$ cat config.mk
export PLATFORM = sky130hd
export DESIGN_NAME = watch_slot_pool_allocator_core
export DESIGN_NICKNAME = d
export VERILOG_FILES = /design/src/rtl/wsp_pkg.sv /design/src/rtl/watch_slot_pool_allocator_core.sv
export SDC_FILE = /design/constraint.sdc
export NUM_CORES = 2
export LEC_CHECK = 0
export ABC_AREA = 0
export BUFFER_PORTS_ARGS = -buffer_cell sky130_fd_sc_hd__buf_2
export CORE_ASPECT_RATIO = 1.1
export CORE_MARGIN = 3
export CORE_UTILIZATION = 52
export DETAILED_ROUTE_END_ITERATION = 10
export PLACE_DENSITY = 0.77
export SYNTH_ARGS = -nofsm -noshare
export SYNTH_HDL_FRONTEND = slang
export SYNTH_SLANG_ARGS = --single-unit
$ cat constraint.sdc
create_clock -name clock -period 5.85 [get_ports clock]
set_input_delay 0.2925 -clock clock [delete_from_list [all_inputs] [get_ports clock]]
set_output_delay 0.2925 -clock clock [all_outputs]
set_load 0.01 [all_outputs]
$ cat src/rtl/wsp_pkg.sv
// ----------------------------------------------------------------------------
// wsp_pkg
// Shared types and constants for the slot pool allocator: transaction
// payloads, operation and status codes and sequencer states.
// ----------------------------------------------------------------------------
package wsp_pkg;

   localparam int POOL_SLOTS_DEF = 32;
   localparam int MAX_RESULTS    = 32;
   localparam int SLOT_W         = 5;
   localparam int VALUE_W        = 32;
   localparam int OP_W           = 2;
   localparam int STATUS_W       = 2;

   typedef enum logic [OP_W-1:0] {
      OP_ALLOC   = 2'd0,
      OP_RELEASE = 2'd1,
      OP_LIST    = 2'd2
   } op_type;

   typedef enum logic [STATUS_W-1:0] {
      STAT_OK         = 2'd0,
      STAT_EXHAUSTED  = 2'd1,
      STAT_NOT_IN_USE = 2'd2,
      STAT_EMPTY      = 2'd3
   } status_type;

   typedef enum logic [2:0] {
      ST_IDLE,
      ST_ERR,
      ST_ALLOC,
      ST_REL_WALK,
      ST_REL_UNLINK,
      ST_REL_FREE,
      ST_LIST
   } state_type;

   typedef struct packed {
      logic [OP_W-1:0]           operation;
      logic [SLOT_W-1:0]         slot;
      logic signed [VALUE_W-1:0] watch_value;
   } req_type;

   typedef struct packed {
      logic [STATUS_W-1:0]       status;
      logic [SLOT_W-1:0]         granted_slot;
      logic signed [VALUE_W-1:0] slot_value;
      logic                      last;
   } rsp_type;

endpackage

$ cat src/rtl/watch_slot_pool_allocator_core.sv
// Sequence from the accepting edge: allocate passes through ST_ALLOC, list through
// ST_LIST with one result per cycle while the receiver takes them, and release walks
// the in-use list in ST_REL_WALK, one link table read per cycle, up to the slot (no
// walk when it is the head), then goes through ST_REL_UNLINK and ST_REL_FREE. One
// transaction at a time; the next is taken after the final result registers.
// Reset: lists restored at once through per-entry valid bits; stored values undefined.
// ----------------------------------------------------------------------------
// watch_slot_pool_allocator_core
// Fixed pool allocator with a LIFO free list and a newest-first in-use list
// kept as linked lists in one link table, walked by a small sequencer.
// ----------------------------------------------------------------------------
module watch_slot_pool_allocator_core
   import wsp_pkg::*;
#(
   parameter int POOL_SLOTS = POOL_SLOTS_DEF
) (
   input  logic    clock,
   input  logic    reset,
   input  logic    req_valid,
   output logic    req_ready,
   input  req_type req_data,
   output logic    rsp_valid,
   input  logic    rsp_ready,
   output rsp_type rsp_data
);

   localparam int LW    = $clog2(POOL_SLOTS + 1);
   localparam int IW    = $clog2(POOL_SLOTS);
   localparam int CW    = (LW > SLOT_W) ? LW : SLOT_W;
   localparam int CNT_W = $clog2(MAX_RESULTS);
   localparam logic [LW-1:0]    NONE_LINK = LW'(POOL_SLOTS);
   localparam logic [CNT_W-1:0] CNT_LAST  = CNT_W'(MAX_RESULTS - 1);

   state_type               state_ff, state_in;
   logic [LW-1:0]           free_head_ff, free_head_in;
   logic [LW-1:0]           used_head_ff, used_head_in;
   logic [LW-1:0]           ptr_ff, ptr_in;
   logic [LW-1:0]           prev_ff, prev_in;
   logic [LW-1:0]           target_ff, target_in;
   logic                    is_head_ff, is_head_in;
   status_type              code_ff, code_in;
   logic signed [VALUE_W-1:0] value_ff, value_in;
   logic [CNT_W-1:0]        cnt_ff, cnt_in;
   logic                    rsp_valid_ff;
   rsp_type                 rsp_data_ff;

   // link table: one write port, registered read, valid bit per entry
   logic [LW-1:0]           link_mem [POOL_SLOTS];
   logic [POOL_SLOTS-1:0]   link_vld_ff;
   logic [LW-1:0]           link_q_ff;
   logic [IW-1:0]           raddr_ff;
   logic [LW-1:0]           link_rd;
   logic                    lw_en;
   logic [LW-1:0]           lw_addr;
   logic [LW-1:0]           lw_data;

   logic signed [VALUE_W-1:0] val_mem [POOL_SLOTS];
   logic signed [VALUE_W-1:0] val_q_ff;
   logic                      vw_en;

   logic    out_free;
   logic    emit;
   rsp_type emit_data;
   logic    slot_ok;
   logic    list_last;

   assign out_free  = !rsp_valid_ff || rsp_ready;
   assign rsp_valid = rsp_valid_ff;
   assign rsp_data  = rsp_data_ff;
   assign slot_ok   = CW'(req_data.slot) < CW'(POOL_SLOTS);
   // an entry never written holds its reset link, the next slot up
   assign link_rd   = link_vld_ff[raddr_ff] ? link_q_ff : (LW'(raddr_ff) + LW'(1));
   assign list_last = (link_rd == NONE_LINK) || (cnt_ff == CNT_LAST);

   always_ff @(posedge clock) begin
      if (reset) begin
         state_ff     <= ST_IDLE;
         free_head_ff <= '0;
         used_head_ff <= NONE_LINK;
         link_vld_ff  <= '0;
         rsp_valid_ff <= 1'b0;
      end else begin
         state_ff     <= state_in;
         free_head_ff <= free_head_in;
         used_head_ff <= used_head_in;
         if (lw_en) begin
            link_vld_ff[lw_addr[IW-1:0]] <= 1'b1;
         end
         if (emit) begin
            rsp_valid_ff <= 1'b1;
         end else if (rsp_ready) begin
            rsp_valid_ff <= 1'b0;
         end
      end
   end

   always_ff @(posedge clock) begin
      ptr_ff     <= ptr_in;
      prev_ff    <= prev_in;
      target_ff  <= target_in;
      is_head_ff <= is_head_in;
      code_ff    <= code_in;
      value_ff   <= value_in;
      cnt_ff     <= cnt_in;
      if (emit) begin
         rsp_data_ff <= emit_data;
      end
   end

   always_ff @(posedge clock) begin
      if (lw_en) begin
         link_mem[lw_addr[IW-1:0]] <= lw_data;
      end
      link_q_ff <= link_mem[ptr_in[IW-1:0]];
      raddr_ff  <= ptr_in[IW-1:0];
   end

   always_ff @(posedge clock) begin
      if (vw_en) begin
         val_mem[ptr_ff[IW-1:0]] <= value_ff;
      end
      val_q_ff <= val_mem[ptr_in[IW-1:0]];
   end

   always_comb begin
      state_in     = state_ff;
      free_head_in = free_head_ff;
      used_head_in = used_head_ff;
      ptr_in       = ptr_ff;
      prev_in      = prev_ff;
      target_in    = target_ff;
      is_head_in   = is_head_ff;
      code_in      = code_ff;
      value_in     = value_ff;
      cnt_in       = cnt_ff;
      req_ready    = 1'b0;
      lw_en        = 1'b0;
      lw_addr      = ptr_ff;
      lw_data      = used_head_ff;
      vw_en        = 1'b0;
      emit         = 1'b0;
      emit_data    = '{status: STAT_OK, granted_slot: SLOT_W'(ptr_ff),
                       slot_value: '0, last: 1'b1};

      case (state_ff)
         ST_IDLE: begin
            req_ready = 1'b1;
            target_in = LW'(req_data.slot);
            value_in  = req_data.watch_value;
            if (req_valid) begin
               case (req_data.operation)
                  OP_ALLOC: begin
                     if (free_head_ff == NONE_LINK) begin
                        code_in  = STAT_EXHAUSTED;
                        state_in = ST_ERR;
                     end else begin
                        ptr_in   = free_head_ff;
                        state_in = ST_ALLOC;
                     end
                  end
                  OP_RELEASE: begin
                     if (!slot_ok || used_head_ff == NONE_LINK) begin
                        code_in  = STAT_NOT_IN_USE;
                        state_in = ST_ERR;
                     end else if (CW'(used_head_ff) == CW'(req_data.slot)) begin
                        ptr_in     = LW'(req_data.slot);
                        is_head_in = 1'b1;
                        state_in   = ST_REL_UNLINK;
                     end else begin
                        ptr_in     = used_head_ff;
                        is_head_in = 1'b0;
                        state_in   = ST_REL_WALK;
                     end
                  end
                  OP_LIST: begin
                     if (used_head_ff == NONE_LINK) begin
                        code_in  = STAT_EMPTY;
                        state_in = ST_ERR;
                     end else begin
                        ptr_in   = used_head_ff;
                        cnt_in   = '0;
                        state_in = ST_LIST;
                     end
                  end
                  default: begin
                     // reserved operation: dropped without a result
                  end
               endcase
            end
         end

         ST_ERR: begin
            if (out_free) begin
               emit      = 1'b1;
               emit_data = '{status: code_ff, granted_slot: '0, slot_value: '0, last: 1'b1};
               state_in  = ST_IDLE;
            end
         end

         ST_ALLOC: begin
            if (out_free) begin
               free_head_in = link_rd;
               lw_en        = 1'b1;
               lw_addr      = ptr_ff;
               lw_data      = used_head_ff;
               used_head_in = ptr_ff;
               vw_en        = 1'b1;
               emit         = 1'b1;
               emit_data    = '{status: STAT_OK, granted_slot: SLOT_W'(ptr_ff),
                                slot_value: value_ff, last: 1'b1};
               state_in     = ST_IDLE;
            end
         end

         ST_REL_WALK: begin
            // ptr holds the candidate predecessor, link_rd its successor
            if (link_rd == target_ff) begin
               prev_in  = ptr_ff;
               ptr_in   = target_ff;
               state_in = ST_REL_UNLINK;
            end else if (link_rd == NONE_LINK) begin
               code_in  = STAT_NOT_IN_USE;
               state_in = ST_ERR;
            end else begin
               ptr_in = link_rd;
            end
         end

         ST_REL_UNLINK: begin
            if (is_head_ff) begin
               used_head_in = link_rd;
            end else begin
               lw_en   = 1'b1;
               lw_addr = prev_ff;
               lw_data = link_rd;
            end
            state_in = ST_REL_FREE;
         end

         ST_REL_FREE: begin
            if (out_free) begin
               lw_en        = 1'b1;
               lw_addr      = ptr_ff;
               lw_data      = free_head_ff;
               free_head_in = ptr_ff;
               emit         = 1'b1;
               state_in     = ST_IDLE;
            end
         end

         ST_LIST: begin
            if (out_free) begin
               emit      = 1'b1;
               emit_data = '{status: STAT_OK, granted_slot: SLOT_W'(ptr_ff),
                             slot_value: val_q_ff, last: list_last};
               if (list_last) begin
                  state_in = ST_IDLE;
               end else begin
                  ptr_in = link_rd;
                  cnt_in = cnt_ff + CNT_W'(1);
               end
            end
         end

         default: begin
            state_in = ST_IDLE;
         end
      endcase
   end

endmodule

==> impl_metrics.csv <==
group,metric,value,unit
global_route,number_of_antenna_violations_at_the_first_check_in_global_routing,1,
sta,tightestPinTransition,1.20,ns
cts,cts_inserted_buffers,135,
synthesis,synth-edff-count,1307,
final_layout,syn2layout_area_growth,13.6,%
global_route,globalRouteTotalUtil,23.8,%
synthesis,synth_cells,2964,
global_route,grt_first_pass_wirelength,191000,um
critical_path,criticalPathCategory,"flip-flop to flip-flop",
critical_path,crit_path_end_kind,"flip-flop",
final_layout,number_of_standard_cells_in_the_layout_taps_in_and_fillers_out,4642,
critical_path,cp_data_arrival_time,5.91,ns
cts,clk_pin_slew_worst_paths,0.06,ns
placed_design,numPlacedInstances,4353,
synthesis,netlist_cell_types,78,
detailed_routing,drt-pass1-iter-count,7,
sta,final_setup_violation_count,0,
synthesis,synth.most_common_cell,"sky130_fd_sc_hd__edfxtp_1",
detailed_routing,finalWirelength,130000,um
pwr,power_leakage,19.4,nW
cts,ctsRootBufferMaster,"sky130_fd_sc_hd__clkbuf_16",
sta,final.hold.worst_slack,0.104,ns
synthesis,post_synth_main_area_contributors,"sky130_fd_sc_hd__edfxtp_1 72%, sky130_fd_sc_hd__mux2i_1 7.3%, sky130_fd_sc_hd__mux4_2 6.3%",
floorplanning,placeableCoreArea,103000,um^2
floorplanning,boundaryPins,85,
detailed_routing,via_count,29100,
flow_run,cap_viol_max_count,0,
placed_design,pre_cts_slack,0.657,ns
floorplanning,die_area,108000,um^2
final_layout,antenna_cells_inserted,0,
sta,worst_skew,0.0384,ns
detailed_routing,drtIter0Drc,3675,
synthesis,yosysTopAreaCell,"sky130_fd_sc_hd__edfxtp_1",
sta,report.final.slew_viol_count,0,
sta,fin_setup_tns,0,ns
synthesis,async_reset_ff_share,0,%
detailed_routing,viasPerCell,6.26,
placed_design,place.gp.congestion,0.884,
cts,clock-sinks,1398,
placed_design,portBuffers,84,
synthesis,top_cells_by_count_synth,"1307 x sky130_fd_sc_hd__edfxtp_1, 397 x sky130_fd_sc_hd__mux2i_1, 190 x sky130_fd_sc_hd__nor2_1",
outcome,run_status,"completed",
final_layout,final_net_count,3208,
detailed_routing,antenna_violating_nets_post_route,0,
sta,fin_crit,5.33,ns
cts,cts.htree.levels,4,
global_route,grt_overflow_total,0,
critical_path,crit_path_max_fanout,94,
synthesis,postSynthRegisterBits,1398,
cts,max-clock-path-buffers,3,
synthesis,synthDominantCellAreaShare,72.2,%
cts,cts.repair_timing.setup_buffer_count,0,
synthesis,synth_flop_cell,"sky130_fd_sc_hd__edfxtp_1",
final_layout,final_core_utilization,59.9,%
sta,fin_ws,0.515,ns
critical_path,startpoint_types,"flip-flop",
sta,slew-limit-headroom,19.7,%
floorplanning,rows,123,
hold_path,timing.hold.worst.class,"input pin to flip-flop",
floorplanning,dieWidth,314,um
critical_path,worst_ep_required_time,6.43,ns
global_route,first_global_vias,29300,
critical_path,reg2reg_slack,0.52,ns
synthesis,syn_nets,3018,
global_route,largest_net_degree_at_the_start_of_global_routing,95,
synthesis,share_of_the_yosys_chip_area_belonging_to_registers,75.6,%
synthesis,yosysWarnings,0,
cts,clkLatencyLatePin,0.73,ns
sta,report.final.hold_viol_count,0,
detailed_routing,drt_drc_violations_left,0,
pwr,power.density,459,nW/um^2
final_layout,drive_gt1_share,18.0,%
floorplanning,effective_utilization_at_floorplan,52.8,%
detailed_routing,post_drt_wl_per_cell,27.9,um
floorplanning,fp.dieH,345,um
cts,postCtsResizedCells,0,
cts,tritoncts,"yes",
sta,max_clock_freq,0.187,GHz
synthesis,postSynthAreaPerCell,18.3,um^2
synthesis,post_synth_instance_area,54300,um^2
sta,grt_setup_unrepaired,"no",
pwr,vdd.ir_drop.worst,0.000355,V
placed_design,hpwl,73400,um
sta,finalCritPeriodShare,91.2,%
==> per-layer routing <==
metal / share of wire (%) / global-route usage (%) / wire [um]
met3: 9.1 / 4.71 / 11800
met5: 0.010 / 0 / 13
met1: 38 / 32.2 / 49600
met4: 3.2 / 8.06 / 4090
met2: 49 / 38.9 / 64100
==> timing repair <==
| item | in CTS | in global routing |
|---|---|---|
| hold endpoints to repair | 39 | 0 |
| hold buffers | 39 | 0 |
| endpoints found under the setup margin | 0 | 0 |
==> final timing paths <==
| path | cells past startpoint | end | from |
|---|---|---|---|
| worst max-delay path | 14 | val_q_ff[16] | ptr_ff[1] |
| worst min register to register | 2 | link_vld_ff[11] | link_vld_ff[11] |
| worst max register to register | 14 | val_q_ff[16] | ptr_ff[1] |
| worst min-delay path | 4 | rsp_valid | rsp_ready |
==> stage by stage <==
stage / area (um^2) / power [mW]
after floorplan: 54300 / 17.5
final: 61700 / 28.3
after global routing: 61700 / 29.3
after detailed placement: 56900 / 19.8
after global placement: 56900 / 19.7
after CTS: 61700 / 28.4
==> final cells by class <==
cell class,instances,area [um^2]
fillers,7079,41300
flip-flops and latches,1398,41100
multi-input cells,1390,12700
clock buffers,181,3750
well taps,1375,1720
repair buffers,210,1690
clock inverters,69,673
inverters,19,81.3
==> kinds of logic after synthesis <==
group           count (synthesis)  synth area share (%)
flops                        1398                  75.6
mux                           555                  13.7
simple gates                  506                  4.16
compound gates                299                  4.31
buf+inv                       176                  1.62
xor+xnor                       19                 0.306
fa+ha+maj                      11                 0.253
==> where the power goes <==
part / leakage, nW / internal, mW / switching (mW) / total [mW]
clock network: 2.17 / 4.91 / 3.69 / 8.60
registers: 12.6 / 12.2 / 0.873 / 13.1
logic: 4.67 / 2.71 / 3.89 / 6.60
==> registers in the layout, indices dropped and copies added (netlist names) <==
| register | cells |
|---|---|
| prev_ff | 5 |
| val_mem | 1024 |
| rsp_valid | 1 |
| target_ff | 5 |
| value_ff | 32 |
| link_q_ff | 6 |
| link_vld_ff | 32 |
| code_ff | 2 |
| ptr_ff | 6 |
| cnt_ff | 5 |
| link_mem | 192 |
| rsp_data | 40 |
| used_head_ff | 6 |
| free_head_ff | 6 |
| state_ff | 3 |
| is_head_ff | 1 |
| val_q_ff | 32 |
==> worst max-delay path: stages, from the launching register on <==
cell and delay, ns:
sky130_fd_sc_hd__dfxtp_1 1.11, sky130_fd_sc_hd__inv_1 0.22, sky130_fd_sc_hd__ha_1 0.42, sky130_fd_sc_hd__nor4_2 0.41, sky130_fd_sc_hd__a21boi_1 0.37, sky130_fd_sc_hd__o41ai_1 0.12
sky130_fd_sc_hd__a21oi_2 0.30, sky130_fd_sc_hd__nand2_1 0.09, sky130_fd_sc_hd__o211ai_1 0.11, sky130_fd_sc_hd__buf_4 0.34, sky130_fd_sc_hd__buf_12 0.49, sky130_fd_sc_hd__mux2i_1 0.28
sky130_fd_sc_hd__mux2i_1 0.11, sky130_fd_sc_hd__a32oi_1 0.44, sky130_fd_sc_hd__nand4_1 0.17
==> placed cells by master, fill, tap and decap left out, drive strengths merged, types with 4 or more instances in the layout <==
cell,netlist,final
inv,19,27
nand3,18,18
nand3b,5,5
clkbuf,44,181
a32oi,78,78
edfxtp,1307,1307
a22o,34,34
buf,113,171
nor4b,4,4
nand4,41,41
ha,11,11
or2,4,4
a31oi,11,11
xnor2,14,14
nor2,190,190
nand2b,5,5
a211oi,8,8
nand2,188,188
a21oi,23,23
or3,5,5
mux2i,397,397
dfxtp,91,91
clkinv,0,53
nor2b,5,5
mux4,152,152
a22oi,86,86
xor2,5,5
o211ai,5,5
dlygate4sd3,0,39
nor3,12,12
mux2,6,6
and3,5,5
o21ai,18,18
and2,11,11
bufinv,0,8
a21o,5,5
Power figures use the tool's default switching activity.
